--- src/sfa_pkg.sv ---
// ----------------------------------------------------------------------------
// Segment fit allocator package
// Shared function codes, status codes, controller state type and cell control types.
// ----------------------------------------------------------------------------
package sfa_pkg;

    typedef enum logic [2:0] {
        FN_LOAD    = 3'd0,
        FN_FIRST   = 3'd1,
        FN_BEST    = 3'd2,
        FN_WORST   = 3'd3,
        FN_FREE    = 3'd4,
        FN_COMPACT = 3'd5
    } t_func;

    typedef enum logic [1:0] {
        ST_OK       = 2'd0,
        ST_NOFIT    = 2'd1,
        ST_NOTFOUND = 2'd2,
        ST_FULL     = 2'd3
    } t_status;

    typedef enum logic [2:0] {
        S_IDLE,
        S_SCAN,
        S_DECIDE,
        S_SHIFT,
        S_COMPACT,
        S_DONE
    } t_state;

    typedef enum logic [2:0] {
        OP_HOLD,
        OP_WRITE,
        OP_SHIFT_UP,
        OP_ROTATE,
        OP_MERGE
    } t_cell_op;

    typedef struct packed {
        t_cell_op op;
        logic     busy_val;
    } t_cell_ctl;

endpackage

--- src/sfa_cell.sv ---
// ----------------------------------------------------------------------------
// Segment fit allocator cell
// Holds one table entry; is written, or shifts, rotates or merges with its neighbors.
// ----------------------------------------------------------------------------
module sfa_cell #(
    parameter int SIZE_BITS = 16
) (
    input  logic                  i_clk,
    input  logic                  i_rst_n,
    input  sfa_pkg::t_cell_ctl    i_ctl,
    input  logic                  i_sel,
    input  logic [SIZE_BITS-1:0]  i_wr_size,
    input  logic [SIZE_BITS-1:0]  i_prev_size,
    input  logic                  i_prev_busy,
    input  logic [SIZE_BITS-1:0]  i_next_size,
    input  logic                  i_next_busy,
    input  logic                  i_merge,
    output logic [SIZE_BITS-1:0]  o_size,
    output logic                  o_busy
);
    import sfa_pkg::*;

    logic [SIZE_BITS-1:0] r_size, n_size;
    logic                 r_busy, n_busy;

    always_comb begin
        n_size = r_size;
        n_busy = r_busy;
        case (i_ctl.op)
            OP_WRITE: begin
                if (i_sel) begin
                    n_size = i_wr_size;
                    n_busy = i_ctl.busy_val;
                end
            end
            OP_SHIFT_UP: begin
                if (i_sel) begin
                    n_size = i_prev_size;
                    n_busy = i_prev_busy;
                end
            end
            OP_ROTATE: begin
                n_size = i_next_size;
                n_busy = i_next_busy;
            end
            OP_MERGE: begin
                if (i_sel) begin
                    n_size = r_size + i_next_size;
                end else if (i_merge) begin
                    n_size = i_next_size;
                    n_busy = i_next_busy;
                end
            end
            default: begin
            end
        endcase
    end

    always_ff @(posedge i_clk) begin
        r_size <= n_size;
        if (!i_rst_n) begin
            r_busy <= 1'b0;
        end else begin
            r_busy <= n_busy;
        end
    end

    assign o_size = r_size;
    assign o_busy = r_busy;

endmodule

--- src/segment_fit_allocator.sv ---
// ----------------------------------------------------------------------------
// Segment fit allocator
// Ordered segment table held in a rotating row of cells, with a scan
// controller for load, first/best/worst fit, free and compact.
// ----------------------------------------------------------------------------
// Channel   Direction  Handshake
// command   in         start and not busy: func, amount, ordinal
// result    out        o_done for one cycle: status, index, sums, count
//
// The table rotates one entry per cycle through the cells. A fit or free scans
// the whole row and then decides; a split then shifts the entries above the
// pick up by one place. A compact walks the entries, merging free neighbours.
// Reset clears the busy marks, the count and the sums; sizes need no reset.
// The receiver cannot stall; busy holds off new commands.
// ----------------------------------------------------------------------------
module segment_fit_allocator #(
    parameter int MAX_SEGMENTS = 32,
    parameter int SIZE_BITS    = 16
) (
    input  logic                             i_clk,
    input  logic                             i_rst_n,
    input  logic                             start,
    output logic                             busy,
    input  logic [2:0]                       i_func,
    input  logic [SIZE_BITS-1:0]             i_amount,
    input  logic [4:0]                       i_ordinal,
    output logic                             o_done,
    output logic [1:0]                       o_status,
    output logic [4:0]                       o_segment_index,
    output logic [20:0]                      o_free_total,
    output logic [20:0]                      o_total_size,
    output logic [5:0]                       o_segment_count
);
    import sfa_pkg::*;

    localparam int IW = $clog2(MAX_SEGMENTS);
    localparam int CW = $clog2(MAX_SEGMENTS + 1);
    localparam int SUMW = SIZE_BITS + CW;
    localparam logic [SIZE_BITS-1:0] SIZE_MAX = {SIZE_BITS{1'b1}};

    t_state r_state, n_state;
    t_cell_ctl ctl;
    logic [SIZE_BITS-1:0] c_size [MAX_SEGMENTS];
    logic                 c_busy [MAX_SEGMENTS];
    logic [MAX_SEGMENTS-1:0] sel;
    logic [SIZE_BITS-1:0] wr_size;
    logic [MAX_SEGMENTS-1:0] shift_dn;

    logic [2:0]            r_func;
    logic [SIZE_BITS-1:0]  r_amt;
    logic [4:0]            r_ord;
    logic [CW-1:0]         r_count, n_count;
    logic [SUMW-1:0]       r_free, n_free, r_whole, n_whole;
    logic [CW-1:0]         r_step, n_step;
    logic                  r_found, n_found;
    logic [IW-1:0]         r_pick, n_pick;
    logic [SIZE_BITS-1:0]  r_psize, n_psize;
    logic [4:0]            r_seen, n_seen;
    logic [CW-1:0]         r_wr, n_wr;
    logic [1:0]            r_st, n_st;
    logic [4:0]            r_where, n_where;

    // Cell 0 always presents the entry at table position r_step during a
    // rotation sweep; the whole row rotates back to its origin at the end.
    logic [SIZE_BITS-1:0] h_size;
    logic                 h_busy, h_valid, h_fit, h_take;
    logic [CW-1:0]        tgt;

    assign h_size  = c_size[0];
    assign h_busy  = c_busy[0];
    assign h_valid = r_step < r_count;
    assign h_fit   = h_valid && !h_busy && h_size >= r_amt;

    always_comb begin
        h_take = 1'b0;
        if (h_fit) begin
            if (!r_found) begin
                h_take = 1'b1;
            end else begin
                case (r_func)
                    FN_BEST:  h_take = h_size < r_psize;
                    FN_WORST: h_take = h_size > r_psize;
                    default:  h_take = 1'b0;
                endcase
            end
        end
    end

    genvar g;
    generate
        for (g = 0; g < MAX_SEGMENTS; g++) begin : g_cell
            localparam int PV = (g == 0) ? 0 : g - 1;
            localparam int NX = (g == MAX_SEGMENTS - 1) ? 0 : g + 1;
            sfa_cell #(.SIZE_BITS(SIZE_BITS)) u_cell (
                .i_clk       (i_clk),
                .i_rst_n     (i_rst_n),
                .i_ctl       (ctl),
                .i_sel       (sel[g]),
                .i_wr_size   (wr_size),
                .i_prev_size (c_size[PV]),
                .i_prev_busy (c_busy[PV]),
                .i_next_size (c_size[NX]),
                .i_next_busy (c_busy[NX]),
                .i_merge     (shift_dn[g]),
                .o_size      (c_size[g]),
                .o_busy      (c_busy[g])
            );
        end
    endgenerate

    // Next state.
    always_comb begin
        n_state = r_state;
        case (r_state)
            S_IDLE: begin
                if (start) begin
                    case (i_func)
                        FN_FIRST, FN_BEST, FN_WORST, FN_FREE: n_state = S_SCAN;
                        FN_COMPACT: n_state = S_COMPACT;
                        default:    n_state = S_DONE;
                    endcase
                end
            end
            S_SCAN: begin
                if (r_step == CW'(MAX_SEGMENTS - 1)) n_state = S_DECIDE;
            end
            S_DECIDE: begin
                n_state = S_DONE;
                if (r_found && r_psize > r_amt && r_count < CW'(MAX_SEGMENTS)
                    && r_func != FN_FREE) n_state = S_SHIFT;
            end
            S_SHIFT: begin
                if (r_step == CW'(r_pick) + 1'b1) n_state = S_DONE;
            end
            S_COMPACT: begin
                if (r_wr == r_count) n_state = S_DONE;
            end
            S_DONE:  n_state = S_IDLE;
            default: n_state = S_IDLE;
        endcase
    end

    // Datapath and cell control.
    always_comb begin
        n_count = r_count;  n_free = r_free;  n_whole = r_whole;
        n_step = r_step;    n_found = r_found; n_pick = r_pick;
        n_psize = r_psize;  n_seen = r_seen;  n_wr = r_wr;
        n_st = r_st;        n_where = r_where;
        ctl.op = OP_HOLD;   ctl.busy_val = 1'b0;
        sel = '0;           wr_size = r_amt;
        tgt = '0;
        case (r_state)
            S_IDLE: begin
                n_step = '0; n_found = 1'b0; n_pick = '0; n_seen = '0;
                n_wr = '0; n_st = ST_OK; n_where = '0;
                if (start && i_func == FN_LOAD) begin
                    if (i_amount == '0 || r_count >= CW'(MAX_SEGMENTS)) begin
                        n_st = ST_FULL;
                    end else begin
                        ctl.op = OP_WRITE;
                        wr_size = i_amount;
                        sel[r_count[IW-1:0]] = 1'b1;
                        n_where = 5'(r_count);
                        n_count = r_count + 1'b1;
                        n_free = r_free + SUMW'(i_amount);
                        n_whole = r_whole + SUMW'(i_amount);
                    end
                end else if (start && (i_func == FN_FIRST || i_func == FN_BEST
                             || i_func == FN_WORST) && i_amount == '0) begin
                    n_st = ST_FULL;
                end
            end
            S_SCAN: begin
                ctl.op = OP_ROTATE;
                n_step = r_step + 1'b1;
                if (r_func == FN_FREE) begin
                    if (h_valid && h_busy && !r_found) begin
                        if (r_seen == r_ord) begin
                            n_found = 1'b1;
                            n_pick = r_step[IW-1:0];
                            n_psize = h_size;
                        end
                        n_seen = r_seen + 1'b1;
                    end
                end else if (r_st == ST_OK && h_take) begin
                    n_found = 1'b1;
                    n_pick = r_step[IW-1:0];
                    n_psize = h_size;
                end
            end
            S_DECIDE: begin
                n_step = r_count;
                if (r_st != ST_OK) begin
                    n_st = r_st;
                end else if (r_func == FN_FREE) begin
                    if (r_found) begin
                        ctl.op = OP_WRITE;
                        wr_size = r_psize;
                        sel[r_pick] = 1'b1;
                        n_free = r_free + SUMW'(r_psize);
                        n_where = 5'(r_pick);
                    end else begin
                        n_st = ST_NOTFOUND;
                    end
                end else if (!r_found) begin
                    n_st = ST_NOFIT;
                end else if (r_psize > r_amt && r_count >= CW'(MAX_SEGMENTS)) begin
                    n_st = ST_FULL;
                end else begin
                    n_free = r_free - SUMW'(r_amt);
                    n_where = 5'(r_pick);
                    ctl.op = OP_WRITE;
                    ctl.busy_val = 1'b1;
                    sel[r_pick] = 1'b1;
                end
            end
            S_SHIFT: begin
                // Walk downward from the old end, moving one entry up per
                // cycle, then write the remainder after the busy head.
                tgt = r_step;
                n_step = r_step - 1'b1;
                if (r_step == CW'(r_pick) + 1'b1) begin
                    ctl.op = OP_WRITE;
                    wr_size = r_psize - r_amt;
                    sel[tgt[IW-1:0]] = 1'b1;
                    n_count = r_count + 1'b1;
                end else begin
                    ctl.op = OP_SHIFT_UP;
                    sel[tgt[IW-1:0]] = 1'b1;
                end
            end
            S_COMPACT: begin
                // Cell r_wr-1 absorbs cell r_wr when both are free and their sum fits; the row
                // above r_wr then slides down by one.
                n_step = r_step + 1'b1;
                if (r_wr != '0 && r_wr < r_count && !c_busy[r_wr[IW-1:0] - 1'b1]
                    && !c_busy[r_wr[IW-1:0]]
                    && ({1'b0, c_size[r_wr[IW-1:0] - 1'b1]}
                        + {1'b0, c_size[r_wr[IW-1:0]]}) <= {1'b0, SIZE_MAX}) begin
                    ctl.op = OP_MERGE;
                    for (int k = 0; k < MAX_SEGMENTS; k++) begin
                        sel[k] = (CW'(k) == r_wr - 1'b1);
                    end
                    n_count = r_count - 1'b1;
                end else if (r_wr < r_count) begin
                    n_wr = r_wr + 1'b1;
                end
            end
            default: begin
            end
        endcase
        if (r_state == S_DONE && r_func == FN_FIRST) begin
            n_st = r_st;
        end
    end

    // Merge moves cells above the absorbing one down by one place.
    always_comb begin
        for (int k = 0; k < MAX_SEGMENTS; k++) begin
            shift_dn[k] = (ctl.op == OP_MERGE) && (CW'(k) >= r_wr);
        end
    end

    always_ff @(posedge i_clk) begin
        if (r_state == S_IDLE && start) begin
            r_func <= i_func;
            r_amt  <= i_amount;
            r_ord  <= i_ordinal;
        end
        r_step  <= n_step;
        r_pick  <= n_pick;
        r_psize <= n_psize;
        r_seen  <= n_seen;
        r_wr    <= n_wr;
        r_where <= n_where;
        if (!i_rst_n) begin
            r_state <= S_IDLE;
            r_count <= '0;
            r_free  <= '0;
            r_whole <= '0;
            r_found <= 1'b0;
            r_st    <= ST_OK;
        end else begin
            r_state <= n_state;
            r_count <= n_count;
            r_free  <= n_free;
            r_whole <= n_whole;
            r_found <= n_found;
            r_st    <= n_st;
        end
    end

    // Outputs.
    always_comb begin
        busy            = r_state != S_IDLE;
        o_done          = r_state == S_DONE;
        o_status        = r_st;
        o_segment_index = (r_st == ST_OK) ? r_where : 5'd0;
        o_free_total    = 21'(r_free);
        o_total_size    = 21'(r_whole);
        o_segment_count = 6'(r_count);
    end

    a_done_one: assert property (@(posedge i_clk) disable iff (!i_rst_n)
        o_done |=> !o_done) else $error("done held");
    a_count_max: assert property (@(posedge i_clk) disable iff (!i_rst_n)
        r_count <= CW'(MAX_SEGMENTS)) else $error("count overflow");
    a_free_le: assert property (@(posedge i_clk) disable iff (!i_rst_n)
        r_free <= r_whole) else $error("free exceeds total");

endmodule
--- config.mk ---
export PLATFORM = sky130hd
export DESIGN_NAME = segment_fit_allocator
export DESIGN_NICKNAME = d
export VERILOG_FILES = /design/src/sfa_pkg.sv /design/src/sfa_cell.sv /design/src/segment_fit_allocator.sv
export SDC_FILE = /design/constraint.sdc
export NUM_CORES = 2
export LEC_CHECK = 0
export BUFFER_PORTS_ARGS = -buffer_cell sky130_fd_sc_hd__buf_2
export CAP_MARGIN = 5
export CORE_MARGIN = 5
export CORE_UTILIZATION = 55
export CTS_CLUSTER_DIAMETER = 120
export DETAILED_ROUTE_END_ITERATION = 8
export HOLD_SLACK_MARGIN = 0.03
export PLACE_DENSITY = 0.71
export SKIP_LAST_GASP = 1
export SLEW_MARGIN = 30
export SYNTH_ARGS = -nofsm -noshare
export SYNTH_HDL_FRONTEND = slang
export SYNTH_HIERARCHICAL = 1
export SYNTH_SLANG_ARGS = --single-unit
--- constraint.sdc ---
create_clock -name i_clk -period 11.97 [get_ports i_clk]
set_clock_uncertainty 0.2 [all_clocks]
set_input_delay 1.7955 -clock i_clk [delete_from_list [all_inputs] [get_ports i_clk]]
set_output_delay 1.7955 -clock i_clk [all_outputs]
set_load 0.01 [all_outputs]
After elaboration in Yosys (flattened, before gate mapping):

Cells that the tools add are included.

* bits in registers: 667
* bits of input ports: 27
* word-level logic and storage cells: 991

* add/subtract/negate cells: 47
* $lt $le $gt $ge: 49
* eq/ne operators: 234
* mux-type cells: 426
* bitwise logic cells: 4
* reductions and logical operators: 152

Operators with widths (count)
* 16-bit two-way mux: 141
* 16-bit one-hot mux with 4 select lines: 31
* 16-bit adder: 32
* 32-bit two-way mux: 8
* 2-bit != test (second input constant): 108
* 5-bit AND reduction: 33
* 16-bit binary-select mux with 5-bit select: 2
* 22-bit two-way mux: 7
* 1-bit two-way mux: 146
* 4-bit AND reduction: 36
* 32-bit one-hot mux with 4 select lines: 1
* 1-bit one-hot mux with 4 select lines: 31
* 5-bit by 6-bit == test with 1-bit output (first input constant): 16
* 5-bit by 6-bit >= comparator with 1-bit output (first input constant): 16
* 3-bit by 2-bit != test with 1-bit output (second input constant): 32
* 16-bit one-hot mux with 3 select lines: 2
* 5-bit two-way mux: 14
* 2-bit by 1-bit != test with 1-bit output (second input constant): 34
* 22-bit by 16-bit adder with 22-bit output: 3
* 1-bit logical AND: 53
* 4-bit by 6-bit == test with 1-bit output (first input constant): 8
* 4-bit by 6-bit >= comparator with 1-bit output (first input constant): 8
* 22-bit one-hot mux with 2 select lines: 1
* 6-bit two-way mux: 6
* other kinds (60): 143

Longest topological paths before layout:

* depth after elaboration: 16
* gate-level depth with buffers: 36
* gate-level depth less buffers: 25

Modules after synthesis:

Netlist, hierarchy kept.

By module, submodules not included
* sfa_cell (g_cell[15].u_cell ...): times used 19, cells an instance 225, area each 1866.8 um^2, seq. area each 500.5 um^2
* segment_fit_allocator: times used 1, cells an instance 2169, area each 20263.2 um^2, seq. area each 3093.0 um^2
* sfa_cell (g_cell[0].u_cell ...): times used 5, cells an instance 267, area each 2118.3 um^2, seq. area each 500.5 um^2
* sfa_cell (g_cell[5].u_cell ...): times used 5, cells an instance 233, area each 2009.4 um^2, seq. area each 500.5 um^2
* sfa_cell (g_cell[3].u_cell ...): times used 2, cells an instance 239, area each 1906.8 um^2, seq. area each 500.5 um^2
* sfa_cell (g_cell[14].u_cell): times used 1, cells an instance 230, area each 1933.1 um^2, seq. area each 500.5 um^2

Worst setup path before layout:

No wires, ideal clock.

* path kind: reg-to-reg
* from: register r_wr[0]
* to: register g_cell[3].u_cell.r_size[0], enable pin
* library setup time: 0.395 ns
* arrival time: 9.461 ns
* required time: 11.375 ns
* slack: 1.914 ns
* cell stages (with the launch flop): 27
* buffers on the path: 9
* clock period less this slack: 10.056 ns
* path through: edfxtp_1 buf_4 buf_2 buf_2 buf_2 buf_2 buf_2 inv_1 ha_1 clkbuf_1 clkbuf_1 clkbuf_1 mux4_2 nand2_1 nand3_1 nand3_1 o21ai_0 ha_1 a21o_1 a221oi_1 o211ai_1 nor4b_1 nand4b_1 or2_1 inv_1 nand2_1 o22ai_1

RTL lines
* start, declared: line segment_fit_allocator.sv:59 `logic [CW-1:0] r_wr, n_wr;`
* start signal, assigned: line segment_fit_allocator.sv:274 `r_wr <= n_wr;`
* end signal, assigned: line sfa_cell.sv:60 `r_size <= n_size;`
* end, declared: line sfa_cell.sv:23 `logic [SIZE_BITS-1:0] r_size, n_size;`

Worst setup path in the final report:

* from: register r_wr[0]
* to: register g_cell[21].u_cell.r_size[1], data pin

* word-level cells in the longest chain between the ends: 13
* elaborated cells on any way between the ends: 37
* those cells by class: add/sub: 3; order compare: 2; eq/ne: 5; mux: 18; bitwise: 2; reduce/logical: 7

Ends and longest elaborated chain
* parallel branches: the longest is 9 deep, another holds 16-bit by 16-bit adder with 17-bit output
* 32-bit two-way mux *: line segment_fit_allocator.sv:236 `if (r_wr != '0 && r_wr < r_count && !c_busy[r_wr[IW-1:0] - 1'b1]`
* 32-bit one-hot mux with 4 select lines *: line segment_fit_allocator.sv:152 `case (r_state)`
* named net sel[21]: line segment_fit_allocator.sv:45 `logic [MAX_SEGMENTS-1:0] sel;`
* 16-bit two-way mux *: line sfa_cell.sv:47 `if (i_sel) begin`
* 16-bit one-hot mux with 4 select lines *: line sfa_cell.sv:29 `case (i_ctl.op)`
* named net g_cell[21].u_cell.n_size[1]: line sfa_cell.sv:23
* end signal, assigned: line sfa_cell.sv:60
* end, declared: line sfa_cell.sv:23

Mark *: on every way through the listed nets, which the timed path passes. The select of a mux whose other input is x is not followed.
A chain may end at the register's enable or synchronous reset.

==> metrics.yaml <==
regToRegSetupSlack_ps: 3560
synth.yosys.warnings: 6
period_share: 0.7027
cp_data_required_time_ps: 12200
post-synth-top-count-cell: "a21oi_1"
powerDensity_mw_per_mm2: 302.5
setup.worst_path.class: "flip-flop to flip-flop"
final-seq-area_mm2: 0.01911
asyncSetResetFlopFracSynth: 0
route.detailed.vias_per_inst: 7.324
final_weighted_congestion_of_routability_driven_global_placement: 1.038
setup_ws_ps: 3559
slew_headroom: 0.2503
cp.arrival_ps: 8640
critPathLaunchType: "flip-flop"
htree_levels: 3
fin_crit_ps: 8411
ctsHoldBuffers: 0
quantity_of_gates_resized_following_cts: 0
finalInstanceArea_mm2: 0.08711
mean_routed_wirelength_per_cell_um: 29.98
track_usage: 0.4155
number_of_buffers_on_the_longest_clock_path: 3
fill_cell_count: 13179
die_boundary_height_um: 396.4
drt_first_pass_iters: 9
synth_enable_flop_cells: 579
clock-sinks: 665
postSynthRegisterBits: 665
antenna_found_initial: 22
pre_cts_ws_ps: 3670
die_area_mm2: 0.1571
endpoint_kind: "flip-flop"
globalRoute.totalOverflow: 0
launching_point_of_the_worst_reg2reg_path: "r_wr[0]"
areaGrowthSynthToFinish_pct: 6.084
max-vdd-ir-drop_uv: 450.9
setup_repair_after_global_routing_missed_its_margin: "no"
drtIter0Drc: 13295
max_clock_freq_mhz: 118.9
totalWireLength_mm: 345.1
grt_pass1_vias: 77794
dpl-instance-area_mm2: 0.08413
num_vias: 84312
static-leakage-power_nw: 32.49
instances_no_fill: 11512
post_synth_instance_area_mm2: 0.08212
port_buffers: 83
ff2ff_path_depth: 21
post_synth_inst_count: 9652
crit-reg2reg-capture: "g_cell[21].u_cell/o_size[1]"
setup_viol: 0
tritoncts_clock_tree: "done"
cts_made_buffers: 89
final_layout_size_suffix_gt1_frac: 0.1041
timing_hold_violations_final: 0
clk_pin_slew_worst_paths_ps: 70
place_hpwl_mm: 249.7
place.detailed.instances: 11318
cell_types_with_the_highest_counts_after_synthesis: "a21oi_1, nand2_1, nor2_1"
global_route_wire_length_before_repair_mm: 501.0
synth_ff_type: "edfxtp_1"
clock_insertion_delay_worst_skew_ps: 740
setup.worst_path.end: "g_cell[21].u_cell/o_size[1]"
grt_start_max_net_pins: 208
max_cap_violations: 0
fp.dieW_um: 396.4
multi_input_gate_area_mm2: 0.05980
run_status: "finished, final reports clean"
ys_types: 112
cts_post_setup_buffers_inserted: 0
worst_setup_path_startpoint: "r_wr[0]"
synth-seq-area-share: 0.2327
min_path_type: "flip-flop to flip-flop"
core_region_area_mm2: 0.1480
tns_ps: 0
synth_top_cells_by_area: "edfxtp_1, ha_1, mux4_2"
yosysTopAreaCellShare: 0.2117
num_rows: 141
floorplan.io_pins: 84
drcViolationCount: 0
finalMaxSlewViolations: 0
syn_area_per_cell_um2: 8.508
worst-path-max-fanout: 134
max_slew.worst_pin.slew_ps: 1124
clock-root-buffer: "clkbuf_16"
initial_cell_density_of_the_core: 0.5548
drtAntennaViolNets: 0
nets: 10159
dominant_cell_type_by_area_after_synthesis: "edfxtp_1"
routing by layer:
layer	global-route usage	routed length, um
met1	0.5261	125400
met2	0.6158	144700
met3	0.1261	47830
met4	0.2699	27010
met5	0	89
cell families (layout without fill, tap and decap cells):
family                   count (synthesis)  in the layout  synth area share
AND/OR/NAND/NOR                       2934           2934            0.1676
other                                    1             24        0.00004567
adder cells (fa/ha/maj)                648            648            0.1022
flip-flops                             665            665            0.2327
multiplexers                           603            603            0.1177
AO/OA/AOI/OAI                         3534           3534            0.2859
XOR/XNOR                               473            473           0.05054
buffers and inverters                  794            701           0.04332
final cells by class:
cell class	count	share of cell area
Antenna cell	22	0.0006320
Clock buffer	112	0.02752
Clock inverter	55	0.004725
Inverter	284	0.01232
Multi-Input combinational cell	8194	0.6865
Sequential cell	665	0.2193
Tap cell	1930	0.02772
Timing Repair Buffer	250	0.02121
power by group:
part	internal, W	total, W	switching (W)
Combinational	0.00680	0.0185	0.0117
Sequential	0.00380	0.00517	0.00137
Clock	0.00151	0.00272	0.00121
flip-flops by register name (all words and copies together), names as in the netlist:
name	count
r_step	6
r_pick	5
g_cell.u_cell/o_busy	32
r_amt	16
r_free	21
r_found	1
o_segment_count	6
g_cell.u_cell/o_size	512
r_whole	21
r_state	3
r_seen	5
r_func	3
r_wr	6
r_ord	5
r_psize	16
o_status	2
r_where	5
worst max-delay path: stages (launching register included):
cell and delay, ps:
edfxtp_1 400, buf_12 480, buf_16 410, buf_12 720, mux4_2 610, and2_1 170, a211oi_1 320, a21oi_1 110
mux2_2 320, ha_1 180, a21oi_1 130, or3_1 110, o211ai_1 100, nor4b_1 270, nand4b_1 260, or3_1 630
buf_4 280, or3_1 630, o21ai_2 630, nor2_1 150, a21oi_1 600, o221ai_1 240
stage by stage:
step,hold WS (ps),power [W],utilization
final,266.2,0.02635,0.5885
after CTS,270.1,0.02547,0.5874
after detailed placement,261.9,0.02268,0.5684
after global placement,249.1,0.02240,0.5683
after floorplan,286.3,0.01735,-
after global routing,282.6,0.02745,0.5882
worst min-delay path by stage:
stage	start	end	slack, ps	cells after the start
2_1_floorplan	r_free[20]	r_free[20]	290	2
3_3_place_gp	r_free[20]	r_free[20]	250	2
3_5_place_dp	r_free[20]	r_free[20]	260	2
4_1_cts	r_free[20]	r_free[20]	270	2
5_1_grt	r_free[20]	r_free[20]	280	2
6_report	r_whole[5]	r_whole[5]	270	2
layout by cell type, fill, tap and decap left out, drive strengths merged, types with 100 or more instances in the layout:
cell type	count
ha	610
a21o	218
nand2b	217
xor2	179
o21ai	743
o22ai	379
o221ai	107
nand2	900
nand3	267
nor3	100
edfxtp	579
nor2b	128
inv	284
mux2i	295
nor2	900
a31oi	122
o21a	114
a211oi	220
clkbuf	112
xnor2	294
mux4	288
a21oi	1120
buf	250
No activity file was read; power rests on OpenSTA's default activity.
